<file path="config.mk">
export PLATFORM = sky130hd
export DESIGN_NAME = tdp_div
export DESIGN_NICKNAME = d
export VERILOG_FILES = /design/src/hdl/tdp_pkg.sv /design/src/hdl/tdp_div.sv
export SDC_FILE = /design/constraint.sdc
export NUM_CORES = 1
export LEC_CHECK = 0
export ABC_AREA = 1
export BUFFER_PORTS_ARGS = -buffer_cell sky130_fd_sc_hd__buf_2
export CAP_MARGIN = 20
export CORE_ASPECT_RATIO = 0.6
export CORE_MARGIN = 4
export CORE_UTILIZATION = 25
export CTS_CLUSTER_SIZE = 14
export DETAILED_ROUTE_END_ITERATION = 8
export MAX_ROUTING_LAYER = met4
export PLACE_DENSITY = 0.41
export REMOVE_ABC_BUFFERS = 1
export SLEW_MARGIN = 20
export SYNTH_ARGS = -nofsm -noshare
export SYNTH_HDL_FRONTEND = slang
export SYNTH_SLANG_ARGS = --single-unit
</file>
<file path="constraint.sdc">
create_clock -name clk -period 2.7 [get_ports clk]
set_input_delay 0.27 -clock clk [delete_from_list [all_inputs] [get_ports clk]]
set_output_delay 0.27 -clock clk [all_outputs]
set_load 0.03 [all_outputs]
</file>
<file path="src/hdl/tdp_pkg.sv">
// ----------------------------------------------------------------------------
// tdp_pkg
// Shared types and constants for the trial-division prime test block.
// ----------------------------------------------------------------------------
`timescale 1ns / 1ps

package tdp_pkg;

    // Width of the candidate and of all arithmetic on it
    localparam int VALUE_BITS = 32;

    // Bit counter of the divider, able to hold VALUE_BITS itself
    localparam int CNT_W = $clog2(VALUE_BITS + 1);

    typedef logic [VALUE_BITS-1:0] value_t;
    typedef logic [CNT_W-1:0]      count_t;

    // Small constants used by the sequencer
    localparam value_t VAL_TWO   = value_t'(2);
    localparam value_t VAL_THREE = value_t'(3);
    localparam value_t VAL_FOUR  = value_t'(4);
    localparam value_t VAL_FIVE  = value_t'(5);
    localparam value_t VAL_ZERO  = value_t'(0);

    // Result of one division
    typedef struct packed {
        value_t quotient;
        value_t remainder;
    } div_res_t;

    // Sequencer states
    typedef enum logic [1:0] {
        ST_IDLE,
        ST_DIV_START,
        ST_DIV_WAIT,
        ST_RESULT
    } state_t;

endpackage

</file>
<file path="src/hdl/tdp_div.sv">
// ----------------------------------------------------------------------------
// tdp_div
// Restoring divider, one quotient bit per cycle; gives quotient and remainder.
// ----------------------------------------------------------------------------
`timescale 1ns / 1ps

module tdp_div (
    input  logic              clk,
    input  logic              rst_n,
    input  logic              start,
    input  tdp_pkg::value_t   dividend,
    input  tdp_pkg::value_t   divisor,
    output logic              done,
    output tdp_pkg::div_res_t res
);
    import tdp_pkg::*;

    value_t                rem_reg;
    value_t                quo_reg;
    value_t                dsr_reg;
    count_t                cnt_reg;
    logic                  busy_reg;
    logic                  done_reg;

    logic [VALUE_BITS:0]   shifted;
    logic [VALUE_BITS:0]   diff;
    logic                  ge;

    // One restoring step: shift in next dividend bit, trial subtract
    always_comb
    begin
        shifted = {rem_reg, quo_reg[VALUE_BITS-1]};
        diff    = shifted - {1'b0, dsr_reg};
        ge      = (shifted >= {1'b0, dsr_reg});
    end

    // Control: count VALUE_BITS steps, pulse done at the end
    always_ff @(posedge clk or negedge rst_n)
    begin
        if (!rst_n)
        begin
            busy_reg <= 1'b0;
            done_reg <= 1'b0;
            cnt_reg  <= '0;
        end
        else
        begin
            done_reg <= !start && busy_reg && (cnt_reg == count_t'(1));
            if (start)
            begin
                busy_reg <= 1'b1;
                cnt_reg  <= count_t'(VALUE_BITS);
            end
            else if (busy_reg)
            begin
                cnt_reg <= cnt_reg - count_t'(1);
                if (cnt_reg == count_t'(1))
                    busy_reg <= 1'b0;
            end
        end
    end

    // Datapath: quotient register doubles as dividend shifter
    always_ff @(posedge clk)
    begin
        if (start)
        begin
            rem_reg <= VAL_ZERO;
            quo_reg <= dividend;
            dsr_reg <= divisor;
        end
        else if (busy_reg)
        begin
            rem_reg <= ge ? diff[VALUE_BITS-1:0] : shifted[VALUE_BITS-1:0];
            quo_reg <= {quo_reg[VALUE_BITS-2:0], ge};
        end
    end

    assign done          = done_reg;
    assign res.quotient  = quo_reg;
    assign res.remainder = rem_reg;

endmodule

</file>
==> metrics.md <==
| Metric | Value |
|---|---|
| Distinct cells, synth | 37 |
| TritonCTS Buffers | 9 |
| Starting density of the core | 25.8% |
| Placer Congestion | 0.903 |
| WS Path Type | reg -> reg |
| Register Area | around 2800 um2 |
| Drt drc | 0 |
| Yosys reg bits | approximately 100 |
| Largest net degree at the start of global routing | 55 |
| Clk_skew | around 10 ps |
| CP delay by family, top | simple AND/OR/NAND/NOR gates |
| Vias | around 6200 |
| Cells after Synth | slightly below 1000 |
| Critical Path RT | approximately 3000 ps |
| IO Count | between 100 and 150 |
| Die area | about 30000 um2 |
| Tmin final | between 2000 and 2500 ps |
| Status | finished clean |
| CP most frequent cell | nand2_1 |
| Post-synth ARST share | just under 8% |
| IR drop worst, VDD | 327 uV |
| Core region area | roughly 27000 um2 |
| Worst setup EP type | flip-flop |
| Cells resized by post-CTS repair | 0 |
| Row cnt | between 40 and 50 |
| Wire length per cell | around 15 um |
| H-tree level count | 3 |
| Max Clk Rate | 418 MHz |
| Ys flop type | edfxtp_1 |
| Power per standard cell area | ~930 nW/um2 |
| Synthesized area per cell | 7.10 um2 |
| Total global-route track usage | between 10% and 20% |
| Setup Viol. Count Final | 0 |
| Pre-CTS WS | between 300 and 400 ps |
| First-pass GRT wire length | about 35000 um |
| Final number of hold-violating endpoints | 0 |
| M2 GR Usage | a little under a fifth |
| Post CTS Setup Buffer Count | 0 |
| Crit path arrival time | 2690 ps |
| Setup ws final | around 310 ps |
| Worst-Skew Late Latency | between 300 and 400 ps |
| Fillers | between 3000 and 4000 |
| Reg2Reg Setup Slack | roughly 310 ps |
| Reg clk slew, reported paths | 80 ps |
| Crit-path cells | inv_1 -> ha_1 -> nand2_1 -> inv_1 -> nand2_1 -> nand2_1 -> nand2_1 -> nand2_1 -> nand2_2 -> nand3_4 -> nor2_8 -> nand2_8 -> buf_12 -> nand2_1 -> nand3_1 -> o21ai_1 |
| GRT Max-Usage Layer | met1 |
| Yosys warnings | 0 |
| Setup total negative slack | 0 ps |
| TritonCTS clock tree | built |
| Footprint of the multi-input gates | 3320 um2 |
| DP HPWL | 17700 um |
| Post-Route WL | between 20000 and 25000 um |
| CP peak stage delay | 380 ps |
| Initial antenna violation count | 0 |
| Max Cap Viol | 0 |
| Initial detailed-routing violation count | just under 500 |
| RSZ-0062 raised after global routing | no |
| Seq/Total Area, Yosys | between 40% and 50% |
| Chip width | about 220 um |
| CTS Buffer Depth | 2 |
| Fin crit share | 88.7% |
| M1 GR Usage | between 20% and 30% |
| Buf+Inv Stages, Crit Path | 3 |
| Grt ovf | 0 |
| Crit Path Max Fanout | 18 |
| P_leak | about 0.0045 uW |
| GR Util met3 | 3.69% |
| Fraction of layout cells with a size suffix above 1 | between 10% and 20% |
| Area grow syn2layout | 20.5% |
| EDFF count, synth | 64 |
| Worst Tran Pin Value | 680 ps |
| Worst min-delay path class | in -> reg |
| PortBufs | roughly 130 |
| Final ANT Viol Nets | 0 |
| # clock sinks | between 100 and 150 |
| CP max-delay cell | edfxtp_1 |
| NumNets Final | 1206 |
| Vias in the first global route | 6077 |
| Initial DRT Pass Iterations | 5 |
| Relative slew slack | between 50% and 60% |
| Synth Cell Area | ~6900 um2 |
| DR vias/cell | between 4 and 5 |
| Fin. max-slew vios | 0 |
| CP startpoint kind | flip-flop |
| Root Driver | clkbuf_16 |
| N_diodes | 0 |
| Die H | around 140 um |
## power by group
group	total [uW]	internal (uW)	switching, uW
combinational	4140	1390	2750
sequential	2210	1990	213
clock	1340	647	697
## cells in the final DEF, fill, tap and decap left out, types with 9 or more instances in the layout
cell       instances
nand2_1          389
inv_1            172
buf_2            131
nand3_1           78
edfxtp_1          64
nor2_1            38
ha_1              34
dfxtp_1           32
nand3b_1          22
a21oi_1           21
o21ai_1           16
xnor2_1           13
nand2_2           13
clkbuf_16          9
## cell families (layout without fill, tap and decap cells)
family                   Yosys count  after routing  share of synthesized area, %
flip-flops                       104            104                          40.1
XOR/XNOR                          14             14                          1.78
AND/OR/NAND/NOR                  571            571                          36.3
adder cells (fa/ha/maj)           35             35                          6.46
buffers and inverters            199            338                          11.8
AO/OA/AOI/OAI                     47             47                          3.52
## cell usage after synthesis, types with 9 or more instances
| master | n | area (um2) |
|---|---|---|
| nand2_1 | 389 | 1460 |
| inv_1 | 173 | 649 |
| nand3_1 | 78 | 390 |
| edfxtp_1 | 64 | 1920 |
| nor2_1 | 39 | 146 |
| ha_1 | 34 | 425 |
| dfxtp_1 | 32 | 641 |
| nand3b_1 | 22 | 165 |
| a21oi_1 | 21 | 105 |
| o21ai_1 | 16 | 80.1 |
| nand2_2 | 13 | 81.3 |
| xnor2_1 | 13 | 114 |
| clkbuf_1 | 12 | 45.0 |
| buf_6 | 9 | 101 |
## path summary, 6_finish.rpt
| kind | from | endpoint | cells after the start |
|---|---|---|---|
| max | dsr_reg[19] | rem_reg[15] | 16 |
| min | divisor[19] | dsr_reg[19] | 1 |
| max reg2reg | dsr_reg[19] | rem_reg[15] | 16 |
| min reg2reg | rem_reg[25] | rem_reg[25] | 2 |
| max in group asynchronous | rst_n | busy_reg | 2 |
| min in group asynchronous | rst_n | cnt_reg[1] | 2 |
## per-stage QoR
step	area (um2)	instances	hold slack [ps]	total power [uW]	utilization, %
floorplan	6740	948	-25.6	4980	-
global placement	8010	1452	132	6390	29.9
detailed placement	8010	1452	128	6350	29.9
CTS	8310	1469	29.7	7760	31.0
global route	8310	1469	40.0	8360	31.0
finish	8310	1469	56.7	7690	31.0
## cell type report
class | instances | area share [%]
multi-input cells | 667 | 39.9
flip-flops and latches | 104 | 33.3
repair buffers | 145 | 9.94
inverters | 177 | 8.00
well taps | 360 | 5.42
clock buffers | 9 | 2.71
clock inverters | 7 | 0.738
## repair_timing
| action | 4_1_cts | 5_1_grt |
|---|---|---|
| endpoints found under the setup margin | 0 | 0 |
| hold buffers | 1 | 0 |
| hold endpoints to repair | 8 | 0 |
## per-layer routing
metal  wire length [um]  vias to the layer above
met3               1320                        9
met2               7730                      150
met5                  0                        -
met4                174                        0
met1              13200                     2808
li1                   -                     3274
Power figures use the tool's default switching activity.
